File: src/rtl/fifo_queue_search_remove_assert.svh
// Assertion macros shared by the queue RTL.
`ifndef FIFO_QUEUE_SEARCH_REMOVE_ASSERT_SVH
`define FIFO_QUEUE_SEARCH_REMOVE_ASSERT_SVH

// Same-cycle implication, disabled during reset.
`define FQSR_ASSERT_IMPL(label, clk, rst_n, ante, cons) \
    label: assert property (@(posedge clk) disable iff (!(rst_n)) (ante) |-> (cons)) \
        else $error("queue assertion failed");

// Next-cycle implication, disabled during reset.
`define FQSR_ASSERT_NEXT(label, clk, rst_n, ante, cons) \
    label: assert property (@(posedge clk) disable iff (!(rst_n)) (ante) |=> (cons)) \
        else $error("queue assertion failed");

`endif

File: src/rtl/fqsr_pkg.sv
// Package with sizes, codes and helpers for the search-and-remove queue.
`timescale 1ns / 1ps
`default_nettype none
package fqsr_pkg;

    localparam int DEPTH      = 16;
    localparam int DATA_WIDTH = 32;
    localparam int CNT_W      = $clog2(DEPTH + 1);

    typedef enum logic [2:0] {
        CMD_ENQ    = 3'd0,
        CMD_DEQ    = 3'd1,
        CMD_PEEK   = 3'd2,
        CMD_EXISTS = 3'd3,
        CMD_REMOVE = 3'd4,
        CMD_CLEAR  = 3'd5
    } cmd_t;

    typedef enum logic [1:0] {
        ST_OK       = 2'd0,
        ST_EMPTY    = 2'd1,
        ST_FULL     = 2'd2,
        ST_NOTFOUND = 2'd3
    } status_t;

    typedef enum logic [2:0] {
        CELL_HOLD,
        CELL_ENQ,
        CELL_DEQ,
        CELL_MATCH,
        CELL_REMOVE,
        CELL_CLEAR
    } cell_op_t;

    typedef struct packed {
        cell_op_t              op;
        logic [DATA_WIDTH-1:0] word;
        logic [DATA_WIDTH-1:0] sel;
    } cell_ctrl_t;

    function automatic logic [DATA_WIDTH-1:0] to_word(input logic [31:0] v);
        logic [63:0] t;
        t = {32'd0, v};
        return t[DATA_WIDTH-1:0];
    endfunction

    function automatic logic [31:0] from_word(input logic [DATA_WIDTH-1:0] w);
        logic [63:0] t;
        t = 64'(w);
        return t[31:0];
    endfunction

    function automatic logic [DATA_WIDTH-1:0] match_sel(input logic [31:0] km);
        logic [63:0] t;
        t = {32'hFFFF_FFFF, km};
        return t[DATA_WIDTH-1:0];
    endfunction

endpackage
`default_nettype wire

File: src/rtl/fqsr_cell.sv
// One queue slot: holds a word, its occupancy and its match flag.
`timescale 1ns / 1ps
`default_nettype none
module fqsr_cell (
    input  wire                              aclk,
    input  wire                              aresetn,
    input  wire  fqsr_pkg::cell_ctrl_t       ctrl,
    input  wire                              occ_prev,
    input  wire  [fqsr_pkg::DATA_WIDTH-1:0]  data_next,
    input  wire                              occ_next,
    input  wire                              hit_in,
    output logic [fqsr_pkg::DATA_WIDTH-1:0]  data,
    output logic                             occ,
    output logic                             hit_out
);
    import fqsr_pkg::*;

    logic [DATA_WIDTH-1:0] data_reg, data_next_val;
    logic                  occ_reg, occ_next_val;
    logic                  match_reg, match_next;

    assign data    = data_reg;
    assign occ     = occ_reg;
    assign hit_out = hit_in | match_reg;

    always_comb begin
        data_next_val = data_reg;
        occ_next_val  = occ_reg;
        match_next    = match_reg;
        case (ctrl.op)
            CELL_ENQ: begin
                if (!occ_reg && occ_prev) begin
                    data_next_val = ctrl.word;
                    occ_next_val  = 1'b1;
                end
            end
            CELL_DEQ: begin
                data_next_val = data_next;
                occ_next_val  = occ_next;
            end
            CELL_MATCH: begin
                match_next = occ_reg && (((data_reg ^ ctrl.word) & ctrl.sel) == '0);
            end
            CELL_REMOVE: begin
                if (hit_in | match_reg) begin
                    data_next_val = data_next;
                    occ_next_val  = occ_next;
                end
            end
            CELL_CLEAR: begin
                occ_next_val = 1'b0;
            end
            default: begin
            end
        endcase
    end

    always_ff @(posedge aclk) begin
        if (!aresetn) begin
            occ_reg   <= 1'b0;
            match_reg <= 1'b0;
        end else begin
            occ_reg   <= occ_next_val;
            match_reg <= match_next;
        end
    end

    always_ff @(posedge aclk) begin
        data_reg <= data_next_val;
    end

endmodule
`default_nettype wire

File: src/rtl/fifo_queue_search_remove.sv
// Top level: bounded queue with masked search and ordered remove.
//
// Usage:
//   Command channel s_*: s_cmd with s_value (word to enqueue, or search key).
//   Result channel m_*: one beat per command with m_status, m_data, m_found
//   and m_count (entries held after the command).
//   Config channel cfg_*: cfg_data writes key_mask; cfg_ready is always high.
//   Write it only while no command is in flight.
// Timing:
//   Enqueue, dequeue, peek and clear go from accept to S_EXEC, which registers
//   the result; exists and remove pass through S_SEARCH first, for every cell to
//   register its compare before the remove ripple closes the gap. A new command is
//   accepted the cycle after the previous one issues its result, so this command
//   sequencer takes no new command while one is still in progress.
// Reset:
//   aresetn low empties the queue and sets key_mask to all ones.
// Stall:
//   A pending result is held in the output register while the next command
//   is accepted; that command waits in its final step until the beat is taken.
`timescale 1ns / 1ps
`default_nettype none
`include "fifo_queue_search_remove_assert.svh"
module fifo_queue_search_remove (
    input  wire         aclk,
    input  wire         aresetn,
    input  wire         s_valid,
    output logic        s_ready,
    input  wire  [2:0]  s_cmd,
    input  wire  [31:0] s_value,
    output logic        m_valid,
    input  wire         m_ready,
    output logic [1:0]  m_status,
    output logic [31:0] m_data,
    output logic        m_found,
    output logic [4:0]  m_count,
    input  wire         cfg_valid,
    output logic        cfg_ready,
    input  wire  [31:0] cfg_data
);
    import fqsr_pkg::*;

    typedef enum logic [1:0] {S_IDLE, S_SEARCH, S_EXEC} state_t;

    state_t                state_reg;
    logic [2:0]            cmd_reg;
    logic [DATA_WIDTH-1:0] key_reg;
    logic [31:0]           key_mask_reg;
    logic [CNT_W-1:0]      count_reg, count_next;
    logic                  m_valid_reg;
    logic [1:0]            m_status_reg, status_next;
    logic [31:0]           m_data_reg, data_out_next;
    logic                  m_found_reg, found_next;
    logic [4:0]            m_count_reg;

    cell_ctrl_t            ctrl;
    logic [DATA_WIDTH-1:0] data_vec [DEPTH];
    logic [DEPTH-1:0]      occ_vec;
    logic [DEPTH-1:0]      hit_vec;

    logic exec_go, full, empty, hit_any;

    assign s_ready   = (state_reg == S_IDLE);
    assign cfg_ready = 1'b1;
    assign m_valid   = m_valid_reg;
    assign m_status  = m_status_reg;
    assign m_data    = m_data_reg;
    assign m_found   = m_found_reg;
    assign m_count   = m_count_reg;

    assign exec_go = (state_reg == S_EXEC) && (!m_valid_reg || m_ready);
    assign full    = (count_reg == CNT_W'(DEPTH));
    assign empty   = (count_reg == '0);
    assign hit_any = hit_vec[DEPTH-1];

    always_comb begin
        ctrl.word = key_reg;
        ctrl.sel  = match_sel(key_mask_reg);
        ctrl.op   = CELL_HOLD;
        if (state_reg == S_SEARCH) begin
            ctrl.op = CELL_MATCH;
        end else if (exec_go) begin
            case (cmd_reg)
                CMD_ENQ:    ctrl.op = full  ? CELL_HOLD : CELL_ENQ;
                CMD_DEQ:    ctrl.op = empty ? CELL_HOLD : CELL_DEQ;
                CMD_REMOVE: ctrl.op = CELL_REMOVE;
                CMD_CLEAR:  ctrl.op = CELL_CLEAR;
                default:    ctrl.op = CELL_HOLD;
            endcase
        end
    end

    always_comb begin
        status_next   = ST_OK;
        data_out_next = '0;
        found_next    = 1'b0;
        count_next    = count_reg;
        case (cmd_reg)
            CMD_ENQ: begin
                if (full) begin
                    status_next = ST_FULL;
                end else begin
                    count_next = count_reg + 1'b1;
                end
            end
            CMD_DEQ: begin
                if (empty) begin
                    status_next = ST_EMPTY;
                end else begin
                    data_out_next = from_word(data_vec[0]);
                    count_next    = count_reg - 1'b1;
                end
            end
            CMD_PEEK: begin
                if (empty) begin
                    status_next = ST_EMPTY;
                end else begin
                    data_out_next = from_word(data_vec[0]);
                end
            end
            CMD_EXISTS: begin
                if (hit_any) begin
                    found_next = 1'b1;
                end else begin
                    status_next = ST_NOTFOUND;
                end
            end
            CMD_REMOVE: begin
                if (hit_any) begin
                    found_next = 1'b1;
                    count_next = count_reg - 1'b1;
                end else begin
                    status_next = ST_NOTFOUND;
                end
            end
            CMD_CLEAR: begin
                count_next = '0;
            end
            default: begin
            end
        endcase
    end

    genvar gi;
    generate
        for (gi = 0; gi < DEPTH; gi++) begin : g_cell
            logic                  occ_prev_w, occ_next_w, hit_in_w;
            logic [DATA_WIDTH-1:0] data_next_w;
            if (gi == 0) begin : g_head
                assign occ_prev_w = 1'b1;
                assign hit_in_w   = 1'b0;
            end else begin : g_body
                assign occ_prev_w = occ_vec[gi-1];
                assign hit_in_w   = hit_vec[gi-1];
            end
            if (gi == DEPTH - 1) begin : g_tail
                assign occ_next_w  = 1'b0;
                assign data_next_w = '0;
            end else begin : g_link
                assign occ_next_w  = occ_vec[gi+1];
                assign data_next_w = data_vec[gi+1];
            end
            fqsr_cell u_cell (
                .aclk      (aclk),
                .aresetn   (aresetn),
                .ctrl      (ctrl),
                .occ_prev  (occ_prev_w),
                .data_next (data_next_w),
                .occ_next  (occ_next_w),
                .hit_in    (hit_in_w),
                .data      (data_vec[gi]),
                .occ       (occ_vec[gi]),
                .hit_out   (hit_vec[gi])
            );
        end
    endgenerate

    always_ff @(posedge aclk) begin
        if (!aresetn) begin
            key_mask_reg <= 32'hFFFF_FFFF;
        end else if (cfg_valid && cfg_ready) begin
            key_mask_reg <= cfg_data;
        end
    end

    always_ff @(posedge aclk) begin
        if (s_valid && s_ready) begin
            cmd_reg <= s_cmd;
            key_reg <= to_word(s_value);
        end
    end

    always_ff @(posedge aclk) begin
        if (!aresetn) begin
            state_reg   <= S_IDLE;
            count_reg   <= '0;
            m_valid_reg <= 1'b0;
        end else begin
            if (m_valid_reg && m_ready && !exec_go) begin
                m_valid_reg <= 1'b0;
            end
            case (state_reg)
                S_IDLE: begin
                    if (s_valid) begin
                        if (s_cmd == CMD_EXISTS || s_cmd == CMD_REMOVE) begin
                            state_reg <= S_SEARCH;
                        end else begin
                            state_reg <= S_EXEC;
                        end
                    end
                end
                S_SEARCH: begin
                    state_reg <= S_EXEC;
                end
                S_EXEC: begin
                    if (exec_go) begin
                        state_reg    <= S_IDLE;
                        count_reg    <= count_next;
                        m_valid_reg  <= 1'b1;
                        m_status_reg <= status_next;
                        m_data_reg   <= data_out_next;
                        m_found_reg  <= found_next;
                        m_count_reg  <= 5'(count_next);
                    end
                end
                default: begin
                    state_reg <= S_IDLE;
                end
            endcase
        end
    end

    `FQSR_ASSERT_IMPL(a_count_bound, aclk, aresetn, 1'b1, count_reg <= CNT_W'(DEPTH))
    `FQSR_ASSERT_IMPL(a_occ_count, aclk, aresetn, 1'b1, $countones(occ_vec) == int'(count_reg))
    `FQSR_ASSERT_NEXT(a_exec_issue, aclk, aresetn, exec_go, m_valid && state_reg == S_IDLE)
    `FQSR_ASSERT_NEXT(a_search_exec, aclk, aresetn, state_reg == S_SEARCH, state_reg == S_EXEC)

endmodule
`default_nettype wire

File: config.mk
export PLATFORM = sky130hd
export DESIGN_NAME = fifo_queue_search_remove
export DESIGN_NICKNAME = d
export VERILOG_FILES = /design/src/rtl/fqsr_pkg.sv /design/src/rtl/fqsr_cell.sv /design/src/rtl/fifo_queue_search_remove.sv
export VERILOG_INCLUDE_DIRS = /design/src /design/src/rtl
export SDC_FILE = /design/constraint.sdc
export NUM_CORES = 1
export LEC_CHECK = 0
export ABC_CLOCK_PERIOD_IN_PS = 13600
export BUFFER_PORTS_ARGS = -buffer_cell sky130_fd_sc_hd__buf_2
export CORE_MARGIN = 2
export CORE_UTILIZATION = 23
export CTS_CLUSTER_DIAMETER = 150
export CTS_CLUSTER_SIZE = 30
export DETAILED_ROUTE_END_ITERATION = 10
export HOLD_SLACK_MARGIN = 0.05
export SLEW_MARGIN = 0
export SYNTH_ARGS = -nofsm -noshare
export SYNTH_HDL_FRONTEND = slang
export SYNTH_SLANG_ARGS = --single-unit
File: constraint.sdc
create_clock -name aclk -period 13.6 [get_ports aclk]
set_input_delay 2.72 -clock aclk [delete_from_list [all_inputs] [get_ports aclk]]
set_output_delay 2.72 -clock aclk [all_outputs]
set_load 0.01 [all_outputs]
### After elaboration in Yosys (flattened, before gate mapping)

Cells that the tools add are included.
Widths: inputs -> output; s select.

* muxes and demuxes: 116
* reduce and logical (&&, ||, !) cells: 115
* bitwise gates (word level): 48
* $add $sub $neg: 2
* equality and inequality tests: 49

Operators with widths (count)
* $pmux 32 s3: 16
* $mux 32: 32
* $and 32x32->32: 16
* $logic_not 32->1: 16
* $xor 32x32->32: 16
* $reduce_and 3->1: 32
* $ne 2x1->1 const B: 31
* $pmux 1 s4: 15
* $mux 1: 37
* $logic_and 1x1->1: 35
* $pmux 5 s4: 1
* $logic_not 1->1: 17
* $eq 3x2->1 const B: 5
* $eq 3x3->1 const B: 5
* $mux 5: 3
* $or 1x1->1: 15
* $mux 2: 6
* $pmux 2 s3: 2
* $pmux 3 s4: 1
* $reduce_or 2->1: 4
* $eq 3x1->1 const B: 2
* $mux 3: 2
* $ne 2x2->1 const B: 3
* $reduce_and 2->1: 3
* 13 further kinds: 15

* register bits after elaboration: 659
* bits of input ports: 72
* logic and storage cells: 388
* output and inout bits: 43

### Logic depth before layout (Yosys ltp)

Gate-level depths: netlist of run 1.

* depth after elaboration: 17
* mapped depth: 12
* depth with buffers taken out: 7

### Modules after synthesis

From an unflattened synthesis of run 1, not the netlist that was laid out.

* cells, all modules: 2640
* area total of the unflattened synthesis: 35582.9 um2

Modules (own cells, without submodules)
* fqsr_cell: seq. area each 1001.0 um2, cells an instance 144, area each 1944.4 um2, times used 16
* fifo_queue_search_remove: seq. area each 3052.9 um2, cells an instance 336, area each 4473.0 um2, times used 1

### Worst setup path after synthesis of run 1

OpenSTA, ideal clock, no wires.

* path type: input-to-reg
* start: in aresetn
* end: reg m_count_reg[0] (netlist: m_count[0]) (enable)
* path buffers: 1
* data required time: 13.113 ns
* arrival time: 5.845 ns
* setup time: 0.487 ns
* stages on the path: 3
* setup slack: 7.268 ns
* cell sequence: clkbuf_1 > inv_1 > nor3_1

* longest elaborated chain between the ends: 1

Ends and longest elaborated chain
* start: declaration: RTL line fifo_queue_search_remove.sv:25 `input wire aresetn,`
* $reduce_and 3->1 (no line)
* end signal: assignment: RTL line fifo_queue_search_remove.sv:222 `m_count_reg <= 5'(count_next);`
* end: declaration: RTL line fifo_queue_search_remove.sv:53 `logic [4:0] m_count_reg;`

Every way passes these cells.
A chain may end at the register's enable or synchronous reset.

### Worst setup path in the final report of run 1

* start: in m_ready
* end: reg g_cell[15].u_cell.data_reg[13], data pin

* longest elaborated chain between the ends: 6
* elaborated cells on any way between the ends: 8
* those cells by class: 3 x eq/ne; 3 x mux; 2 x reduce/logical

Ends and longest elaborated chain
* start: declaration: RTL line fifo_queue_search_remove.sv:31 `input wire m_ready,`
* $logic_or 1x1->1 (*): RTL line fifo_queue_search_remove.sv:70 `assign exec_go = (state_reg == S_EXEC) && (!m_valid_reg || m_ready);`
* $logic_and 1x1->1 (*): RTL line fifo_queue_search_remove.sv:70
* $mux 3 (*): RTL line fifo_queue_search_remove.sv:81 `end else if (exec_go) begin`
* $mux 3 (*): RTL line fifo_queue_search_remove.sv:79 `if (state_reg == S_SEARCH) begin`
* $eq 3x3->1, or another cell as far along: RTL line fqsr_cell.sv:30 `case (ctrl.op)`
* $pmux 32 s3 (*): RTL line fqsr_cell.sv:30
* end signal: assignment: RTL line fqsr_cell.sv:69 `data_reg <= data_next_val;`
* end: declaration: RTL line fqsr_cell.sv:18 `logic [DATA_WIDTH-1:0] data_reg, data_next_val;`

Mark *: on every way between the ends. The rest lies on a longest branch, timed or not.

==> results of run 1 <==
==> placed cells by master (no fill, tap or decap), types with 4 or more instances in the layout <==
cell type,instances
sky130_fd_sc_hd__a22o_1,16
sky130_fd_sc_hd__o211a_1,12
sky130_fd_sc_hd__clkbuf_16,25
sky130_fd_sc_hd__nor2b_1,49
sky130_fd_sc_hd__mux2i_1,33
sky130_fd_sc_hd__dfxtp_1,72
sky130_fd_sc_hd__a21oi_1,12
sky130_fd_sc_hd__buf_2,113
sky130_fd_sc_hd__clkbuf_1,20
sky130_fd_sc_hd__nand2b_1,4
sky130_fd_sc_hd__o21ai_0,27
sky130_fd_sc_hd__diode_2,6
sky130_fd_sc_hd__a211oi_1,5
sky130_fd_sc_hd__a211o_1,12
sky130_fd_sc_hd__a21o_1,482
sky130_fd_sc_hd__o22ai_1,6
sky130_fd_sc_hd__inv_1,8
sky130_fd_sc_hd__nor3_1,7
sky130_fd_sc_hd__o32ai_1,7
sky130_fd_sc_hd__nor2_4,17
sky130_fd_sc_hd__nand4_1,52
sky130_fd_sc_hd__a222oi_1,16
sky130_fd_sc_hd__nand2_1,101
sky130_fd_sc_hd__xor2_1,513
sky130_fd_sc_hd__nand3_1,18
sky130_fd_sc_hd__buf_4,34
sky130_fd_sc_hd__a221oi_1,19
sky130_fd_sc_hd__and2_1,35
sky130_fd_sc_hd__or3_1,5
sky130_fd_sc_hd__a22oi_1,196
sky130_fd_sc_hd__or4_1,19
sky130_fd_sc_hd__nor2_1,27
sky130_fd_sc_hd__edfxtp_1,587
==> tightest hold or removal path: stages (launching register included) <==
cell                      delay, ps
sky130_fd_sc_hd__dfxtp_1        340
sky130_fd_sc_hd__nand2_1         50
sky130_fd_sc_hd__o21ai_0         60
==> power breakdown <==
part	switching, uW	internal [uW]	total, uW	leakage, uW
sequential	120	2280	2400	0.00593
clock	632	357	989	0.000336
combinational	268	200	468	0.00837
total	1020	2840	3860	0.0146
==> routing by layer <==
| layer | vias to the layer above | part of all wire (%) |
|---|---|---|
| li1 | 9701 | - |
| met5 | - | 0.060 |
| met1 | 11073 | 46 |
| met3 | 98 | 7.4 |
| met2 | 726 | 45 |
| met4 | 10 | 1.7 |
==> cell type report <==
| cell class | count | area [um2] | share of cell area (%) |
|---|---|---|---|
| Sequential cell | 659 | 19070 | 52.43 |
| Inverter | 8 | 30.03 | 0.08257 |
| Multi-Input combinational cell | 1748 | 13290 | 36.55 |
| Tap cell | 1903 | 2381 | 6.547 |
| Clock inverter | 1 | 8.758 | 0.02408 |
| Timing Repair Buffer | 150 | 872.1 | 2.398 |
| Antenna cell | 6 | 15.01 | 0.04129 |
| Clock buffer | 45 | 700.7 | 1.927 |
==> logic make-up after synthesis <==
logic type / after synthesis
flip-flops: 659
XOR/XNOR: 516
adder cells (fa/ha/maj): 2
multiplexers: 35
AND/OR/NAND/NOR: 357
buffers and inverters: 295
AO/OA/AOI/OAI: 837
other: 1
==> per-stage QoR <==
stage	util, %	worst slack [ps]
after CTS	25.24	8047
after global routing	25.24	7740
after detailed placement	24.74	7373
after global placement	24.74	7351
after floorplan	-	7268
final	25.25	7795
==> final timing paths <==
kind / end / slack, ps / cells after the start
setup / recovery: g_cell[15].u_cell.data[13] / 7790 / 7
hold / removal: g_cell[11].u_cell.match_reg / 480 / 2
setup reg to reg: g_cell[15].u_cell.data[13] / 9050 / 8
hold reg to reg: g_cell[11].u_cell.match_reg / 480 / 2
==> impl_metrics.prom, run 1 <==
# TYPE chip_impl_metric gauge
chip_impl_metric{name="firstDrtPassIters",unit=""} 6
chip_impl_info{name="hold_path_class",value="flop to flop"} 1
chip_impl_metric{name="cts-resized-gates",unit=""} 0
chip_impl_metric{name="design_area",unit="um2"} 36370
chip_impl_info{name="timing.critical_path.cells",value="buf_2, nor2b_1, or3_1, nor2_4, buf_12, buf_4, nor2b_1"} 1
chip_impl_metric{name="synth.top_cell.area_share",unit="%"} 52.72
chip_impl_metric{name="num_vias",unit=""} 21608
chip_impl_metric{name="power_density",unit="nW/um2"} 106.2
chip_impl_metric{name="cts.hold.buffers_added",unit=""} 0
chip_impl_metric{name="finalMaxSlewViolations",unit=""} 0
chip_impl_metric{name="antenna_violations_before_repair",unit=""} 16
chip_impl_metric{name="post_synth_instance_area",unit="um2"} 33430
chip_impl_metric{name="setup-tns-final",unit="ps"} 0
chip_impl_info{name="worst_path_max_delay_cell",value="sky130_fd_sc_hd__nor2b_1"} 1
chip_impl_metric{name="initial_utilization",unit="%"} 23.22
chip_impl_metric{name="global_route.usage.met2",unit="%"} 20.15
chip_impl_metric{name="power",unit="uW"} 3861
chip_impl_info{name="yosysMostFrequentCell",value="sky130_fd_sc_hd__edfxtp_1"} 1
chip_impl_metric{name="postCtsSetupRepairBufs",unit=""} 0
chip_impl_metric{name="rows",unit=""} 139
chip_impl_metric{name="worst_ep_required_time",unit="ps"} 13880
chip_impl_metric{name="cp_num_buf_inv",unit=""} 3
chip_impl_metric{name="crit_arrival",unit="ps"} 6080
chip_impl_metric{name="max_freq",unit="MHz"} 172.3
chip_impl_metric{name="number_of_enable_flip_flop_cells_after_synthesis",unit=""} 587
chip_impl_metric{name="mappedNetlistNets",unit=""} 2776
chip_impl_info{name="reg2reg_start",value="count_reg[0]"} 1
chip_impl_info{name="run_status",value="finished, final reports clean"} 1
chip_impl_metric{name="worstPathMaxFanout",unit=""} 186
chip_impl_metric{name="clock_skew",unit="ps"} 32.15
chip_impl_metric{name="drt.antenna.violating_nets",unit=""} 0
chip_impl_metric{name="max-slew-margin-rel",unit="%"} 12.06
chip_impl_metric{name="synth-compound-area-share",unit="%"} 19.00
chip_impl_metric{name="area_delta_synth_final",unit="%"} 8.776
chip_impl_info{name="crit_path_kind",value="primary input to flop"} 1
chip_impl_metric{name="yosys.area_share.xor_xnor",unit="%"} 13.52
chip_impl_info{name="critPathLaunchType",value="primary input"} 1
chip_impl_metric{name="place_hpwl",unit="um"} 66450
chip_impl_info{name="combinational_family_with_the_most_area_after_synthesis",value="compound AO/OA/AOI/OAI gates"} 1
chip_impl_metric{name="hold_viol",unit=""} 0
chip_impl_metric{name="layoutNonFillerInstCount",unit=""} 4520
chip_impl_metric{name="ys_ff_latch",unit=""} 659
chip_impl_metric{name="final_layout_size_suffix_gt1_share",unit="%"} 7.928
chip_impl_metric{name="die_area",unit="um2"} 148400
chip_impl_info{name="ys.flop_type",value="sky130_fd_sc_hd__edfxtp_1"} 1
chip_impl_metric{name="fin_crit_sh",unit="%"} 42.68
chip_impl_info{name="tritoncts_clock_tree",value="done"} 1
chip_impl_info{name="synthTopCellsByArea",value="sky130_fd_sc_hd__edfxtp_1 53%, sky130_fd_sc_hd__xor2_1 13%, sky130_fd_sc_hd__a21o_1 11%"} 1
chip_impl_metric{name="grtUsageMet1",unit="%"} 18.80
chip_impl_metric{name="hold_slack",unit="ps"} 483.9
chip_impl_metric{name="muxShareOfSynthArea",unit="%"} 1.055
chip_impl_metric{name="timing.max_cap.violations",unit=""} 0
chip_impl_metric{name="grt_use_met3",unit="%"} 2.235
chip_impl_info{name="timing.hold.worst.start",value="g_cell[11].u_cell.match_reg"} 1
chip_impl_metric{name="largest_reg_flops",unit=""} 512
chip_impl_metric{name="top_level_ports",unit=""} 115
chip_impl_metric{name="clock_path_buffers",unit=""} 3
chip_impl_metric{name="crit_path_max_incr_delay",unit="ps"} 1050
chip_impl_metric{name="static-leakage-power",unit="uW"} 0.01464
chip_impl_metric{name="worstSkewPairLatency",unit="ps"} 640
chip_impl_metric{name="wl",unit="um"} 99110
chip_impl_info{name="crit_path_frequent_cell",value="sky130_fd_sc_hd__nor2b_1"} 1
chip_impl_metric{name="syn_avg_cell_area",unit="um2"} 12.37
chip_impl_metric{name="ys_types",unit=""} 69
chip_impl_metric{name="detail_route.iter0.violations",unit=""} 2746
chip_impl_metric{name="ys_warn_count",unit=""} 0
chip_impl_metric{name="grt_start_max_net_pins",unit=""} 187
chip_impl_metric{name="synth-seq-area-share",unit="%"} 57.04
chip_impl_metric{name="grt_overflow",unit=""} 0
chip_impl_metric{name="detailed_place.area",unit="um2"} 35630
chip_impl_info{name="ys_top_cells_by_count",value="587 x sky130_fd_sc_hd__edfxtp_1, 513 x sky130_fd_sc_hd__xor2_1, 482 x sky130_fd_sc_hd__a21o_1, 196 x sky130_fd_sc_hd__a22oi_1, 195 x sky130_fd_sc_hd__clkbuf_1"} 1
chip_impl_metric{name="tritoncts_sinks",unit=""} 659
chip_impl_metric{name="grt_pass1_vias",unit=""} 20461
chip_impl_metric{name="drcViolationCount",unit=""} 0
chip_impl_metric{name="cts.reportedPaths.clkPinSlew",unit="ps"} 130
chip_impl_metric{name="die_height",unit="um"} 385.3
chip_impl_metric{name="placeableCoreArea",unit="um2"} 144000
chip_impl_metric{name="globalplace.congestion",unit=""} 0.8301
chip_impl_metric{name="number_of_filler_instances_in_the_final_layout",unit=""} 15122
chip_impl_metric{name="number_of_buffers_added_by_the_clock_tree_synthesis_step",unit=""} 25
chip_impl_info{name="synth_top_cell_by_area",value="sky130_fd_sc_hd__edfxtp_1"} 1
chip_impl_metric{name="tightest_slew",unit="ps"} 1316
chip_impl_metric{name="place.detailed.instances",unit=""} 4467
chip_impl_metric{name="worst_ir_drop_vdd",unit="mV"} 0.09872
chip_impl_info{name="grt_setup_unrepaired",value="false"} 1
chip_impl_info{name="cts_root_buffer",value="sky130_fd_sc_hd__clkbuf_16"} 1
chip_impl_metric{name="asyncSetResetFlopFracSynth",unit="%"} 0
chip_impl_metric{name="post_synth_fa_ha_maj_area_fraction",unit="%"} 0.07485
chip_impl_metric{name="io_buffers",unit=""} 113
chip_impl_metric{name="synthSimpleGateAreaFrac",unit="%"} 5.666
chip_impl_metric{name="via_per_inst",unit=""} 4.781
chip_impl_info{name="cp-end-kind",value="flop"} 1
chip_impl_metric{name="horizontal_extent_of_the_die",unit="um"} 385.3
chip_impl_metric{name="global_route_wire_length_before_repair",unit="um"} 143300
chip_impl_metric{name="htreeDepth",unit=""} 1
chip_impl_metric{name="final_nets",unit=""} 2666
chip_impl_metric{name="finalWorstPathRequiredPeriod",unit="ps"} 5805
chip_impl_metric{name="total_global_route_track_usage",unit="%"} 12.91
chip_impl_metric{name="syn-instance-count",unit=""} 2702
chip_impl_info{name="top_usage_layer",value="met2"} 1
chip_impl_metric{name="setup_viol_count_final",unit=""} 0
chip_impl_info{name="startpoint",value="m_ready"} 1
chip_impl_metric{name="drt-wirelength-per-cell",unit="um"} 21.93
chip_impl_info{name="worst_path_dominant_cell_family",value="simple AND/OR/NAND/NOR gates"} 1
No activity file was read; power rests on OpenSTA's default activity.
==> run 2: changes to the inputs <==
--- a/config.mk
+++ b/config.mk
@@ -6,7 +6,7 @@
 export SDC_FILE = /design/constraint.sdc
 export NUM_CORES = 1
 export LEC_CHECK = 0
-export ABC_CLOCK_PERIOD_IN_PS = 13600
+export ABC_CLOCK_PERIOD_IN_PS = 5200
 export BUFFER_PORTS_ARGS = -buffer_cell sky130_fd_sc_hd__buf_2
 export CORE_MARGIN = 2
 export CORE_UTILIZATION = 23
==> constraint.sdc (replaced) <==
create_clock -name aclk -period 5.2 [get_ports aclk]
set_input_delay 1.04 -clock aclk [delete_from_list [all_inputs] [get_ports aclk]]
set_output_delay 1.04 -clock aclk [all_outputs]
set_load 0.01 [all_outputs]
==> run 2 against run 1 <==
  * Core utilization rose by 0.19 points
  * Count of clock-buffer cells in the layout stayed put
  * Cell count rose by 0.33%
  * Sequential share of layout area down 0.38 points
  * Sequential power grew to 2.6 times the previous value
  * Register-to-register slack worse by 7800 ps
  * First-iteration DRC count is 3.7% lower
  * Total power increased to 2.6 times the previous value
  * Worst setup slack got worse by 6600 ps
  * Routed wire length up 2.0%
==> impl_metrics.prom, run 2 (synthesized netlist as in run 1, its figures left out) <==
# TYPE chip_impl_metric gauge
chip_impl_metric{name="worstSkewPairLatency",unit="ps"} 640
chip_impl_metric{name="power.switching",unit="uW"} 2694
chip_impl_info{name="grt_setup_unrepaired",value="false"} 1
chip_impl_metric{name="number_of_filler_instances_in_the_final_layout",unit=""} 15073
chip_impl_metric{name="postCtsSetupRepairBufs",unit=""} 0
chip_impl_metric{name="detail_route.iter0.violations",unit=""} 2645
chip_impl_metric{name="drt.antenna.violating_nets",unit=""} 0
chip_impl_metric{name="intPower",unit="uW"} 7441
chip_impl_metric{name="crit_arrival",unit="ps"} 4330
chip_impl_metric{name="top_level_ports",unit=""} 115
chip_impl_info{name="worst_path_max_delay_cell",value="sky130_fd_sc_hd__o32ai_1"} 1
chip_impl_metric{name="fin_crit_sh",unit="%"} 76.50
chip_impl_metric{name="static-leakage-power",unit="uW"} 0.01477
chip_impl_metric{name="hold_slack",unit="ps"} 471.9
chip_impl_metric{name="globalplace.congestion",unit=""} 0.8698
chip_impl_metric{name="tritoncts_sinks",unit=""} 659
chip_impl_metric{name="clock_skew",unit="ps"} 18.75
chip_impl_metric{name="grt_overflow",unit=""} 0
chip_impl_metric{name="worstPathMaxFanout",unit=""} 23
chip_impl_metric{name="clock_path_buffers",unit=""} 3
chip_impl_metric{name="area_delta_synth_final",unit="%"} 9.573
chip_impl_info{name="cts_root_buffer",value="sky130_fd_sc_hd__clkbuf_16"} 1
chip_impl_metric{name="cts-resized-gates",unit=""} 0
chip_impl_info{name="tritoncts_clock_tree",value="done"} 1
chip_impl_metric{name="tightest_slew",unit="ps"} 1305
chip_impl_info{name="highest_count_cells_in_the_layout_ignoring_fill_and_taps",value="587 x sky130_fd_sc_hd__edfxtp_1, 513 x sky130_fd_sc_hd__xor2_1, 482 x sky130_fd_sc_hd__a21o_1"} 1
chip_impl_metric{name="horizontal_extent_of_the_die",unit="um"} 385.3
chip_impl_metric{name="die_height",unit="um"} 385.3
chip_impl_metric{name="via_per_inst",unit=""} 4.818
chip_impl_metric{name="initial_utilization",unit="%"} 23.22
chip_impl_metric{name="worst_ep_required_time",unit="ps"} 5550
chip_impl_metric{name="netSwitchingFraction",unit="%"} 26.58
chip_impl_metric{name="rows",unit=""} 139
chip_impl_metric{name="grt_start_max_net_pins",unit=""} 68
chip_impl_metric{name="setup_viol_count_final",unit=""} 0
chip_impl_info{name="cp-end-kind",value="flop"} 1
chip_impl_metric{name="grt_pass1_vias",unit=""} 20838
chip_impl_metric{name="firstDrtPassIters",unit=""} 6
chip_impl_info{name="timing.critical_path.cells",value="or3b_1, or4b_1, o32ai_1, nor2_4, buf_4"} 1
chip_impl_metric{name="antenna_violations_before_repair",unit=""} 18
chip_impl_metric{name="placeableCoreArea",unit="um2"} 144000
chip_impl_metric{name="io_buffers",unit=""} 113
chip_impl_metric{name="comb_power_share",unit="%"} 12.1
chip_impl_metric{name="max-slew-margin-rel",unit="%"} 12.26
chip_impl_metric{name="drt-wirelength-per-cell",unit="um"} 22.29
chip_impl_metric{name="setup-tns-final",unit="ps"} 0
chip_impl_metric{name="final_nets",unit=""} 2684
chip_impl_metric{name="hold_viol",unit=""} 0
chip_impl_metric{name="power_density",unit="nW/um2"} 276.7
chip_impl_metric{name="seq_power_share",unit="%"} 62.1
chip_impl_metric{name="cp_num_buf_inv",unit=""} 1
chip_impl_metric{name="place_hpwl",unit="um"} 70040
chip_impl_metric{name="number_of_buffers_added_by_the_clock_tree_synthesis_step",unit=""} 25
chip_impl_metric{name="place.detailed.instances",unit=""} 4486
chip_impl_metric{name="finalWorstPathRequiredPeriod",unit="ps"} 3978
chip_impl_metric{name="wl",unit="um"} 101100
chip_impl_metric{name="global_route_wire_length_before_repair",unit="um"} 147400
chip_impl_metric{name="finalMaxSlewViolations",unit=""} 0
chip_impl_metric{name="htreeDepth",unit=""} 1
chip_impl_metric{name="cts.hold.buffers_added",unit=""} 0
chip_impl_metric{name="die_area",unit="um2"} 148400
chip_impl_metric{name="final_layout_size_suffix_gt1_share",unit="%"} 8.634
chip_impl_metric{name="crit_path_max_incr_delay",unit="ps"} 880
chip_impl_metric{name="cts.reportedPaths.clkPinSlew",unit="ps"} 130
chip_impl_info{name="crit_path_kind",value="flop to flop"} 1
chip_impl_metric{name="drcViolationCount",unit=""} 0
chip_impl_metric{name="layoutNonFillerInstCount",unit=""} 4535
chip_impl_metric{name="num_vias",unit=""} 21851
chip_impl_info{name="run_status",value="finished, final reports clean"} 1
chip_impl_info{name="hold_path_class",value="flop to flop"} 1
chip_impl_info{name="worst_path_dominant_cell_family",value="simple AND/OR/NAND/NOR gates"} 1
chip_impl_metric{name="final_core_util",unit="%"} 25.44
chip_impl_info{name="critPathLaunchType",value="flop"} 1
chip_impl_metric{name="timing.max_cap.violations",unit=""} 0
chip_impl_metric{name="worst_ir_drop_vdd",unit="mV"} 0.2408
chip_impl_metric{name="total_global_route_track_usage",unit="%"} 13.19
chip_impl_metric{name="max_freq",unit="MHz"} 251.4
chip_impl_metric{name="largest_reg_flops",unit=""} 512
chip_impl_info{name="commonest_non_fill_non_tap_cell_in_the_layout",value="sky130_fd_sc_hd__edfxtp_1"} 1
chip_impl_metric{name="power.clock.fraction",unit="%"} 25.8
[run 2: final timing paths]
kind / start / slack [ps] / endpoint / depth (start not counted)
worst max register to register: cmd_reg[2] / 1220 / g_cell[10].u_cell.data[19] / 5
worst max-delay path: cmd_reg[2] / 1220 / g_cell[10].u_cell.data[19] / 5
worst min register to register: g_cell[15].u_cell.match_reg / 470 / g_cell[15].u_cell.match_reg / 2
worst min-delay path: g_cell[15].u_cell.match_reg / 470 / g_cell[15].u_cell.match_reg / 2
[run 2: layer usage]
metal	share of wire, %	GRT usage (%)	up-vias
li1	-	-	9746
met2	46	21.14	692
met5	0.12	0	-
met1	47	19.44	11313
met4	1.3	1.729	18
met3	5.5	1.521	82
[run 2: final cells by class]
cell class	instances	area (um2)	area share [%]
Antenna cell	3	7.507	0.02049
Clock buffer	45	700.7	1.913
Clock inverter	1	8.758	0.02391
Inverter	8	30.03	0.08197
Multi-Input combinational cell	1748	13300	36.29
Sequential cell	659	19070	52.05
Tap cell	1903	2381	6.500
Timing Repair Buffer	168	1141	3.115
[run 2: tightest hold or removal path, stage by stage, from the launching register on]
cell                      delay (ps)
sky130_fd_sc_hd__dfxtp_1         330
sky130_fd_sc_hd__nand2_1          50
sky130_fd_sc_hd__o21ai_0          60
[run 2: metrics by stage]
stage	setup slack [ps]	area (um2)	power (uW)
6_report	1222	36630	10140
5_1_grt	1055	36630	10490
4_1_cts	1287	36620	10220
3_5_place_dp	1069	35910	7643
3_3_place_gp	1078	35910	7625
2_1_floorplan	547.7	33430	7169
[run 2: power groups by stage]
stage	clock, uW	combinational [uW]	sequential, uW
2_1_floorplan	0	1000	6160
3_3_place_gp	0	1220	6410
3_5_place_dp	0	1230	6410
4_1_cts	2690	1240	6290
5_1_grt	2820	1340	6320
6_report	2610	1230	6290
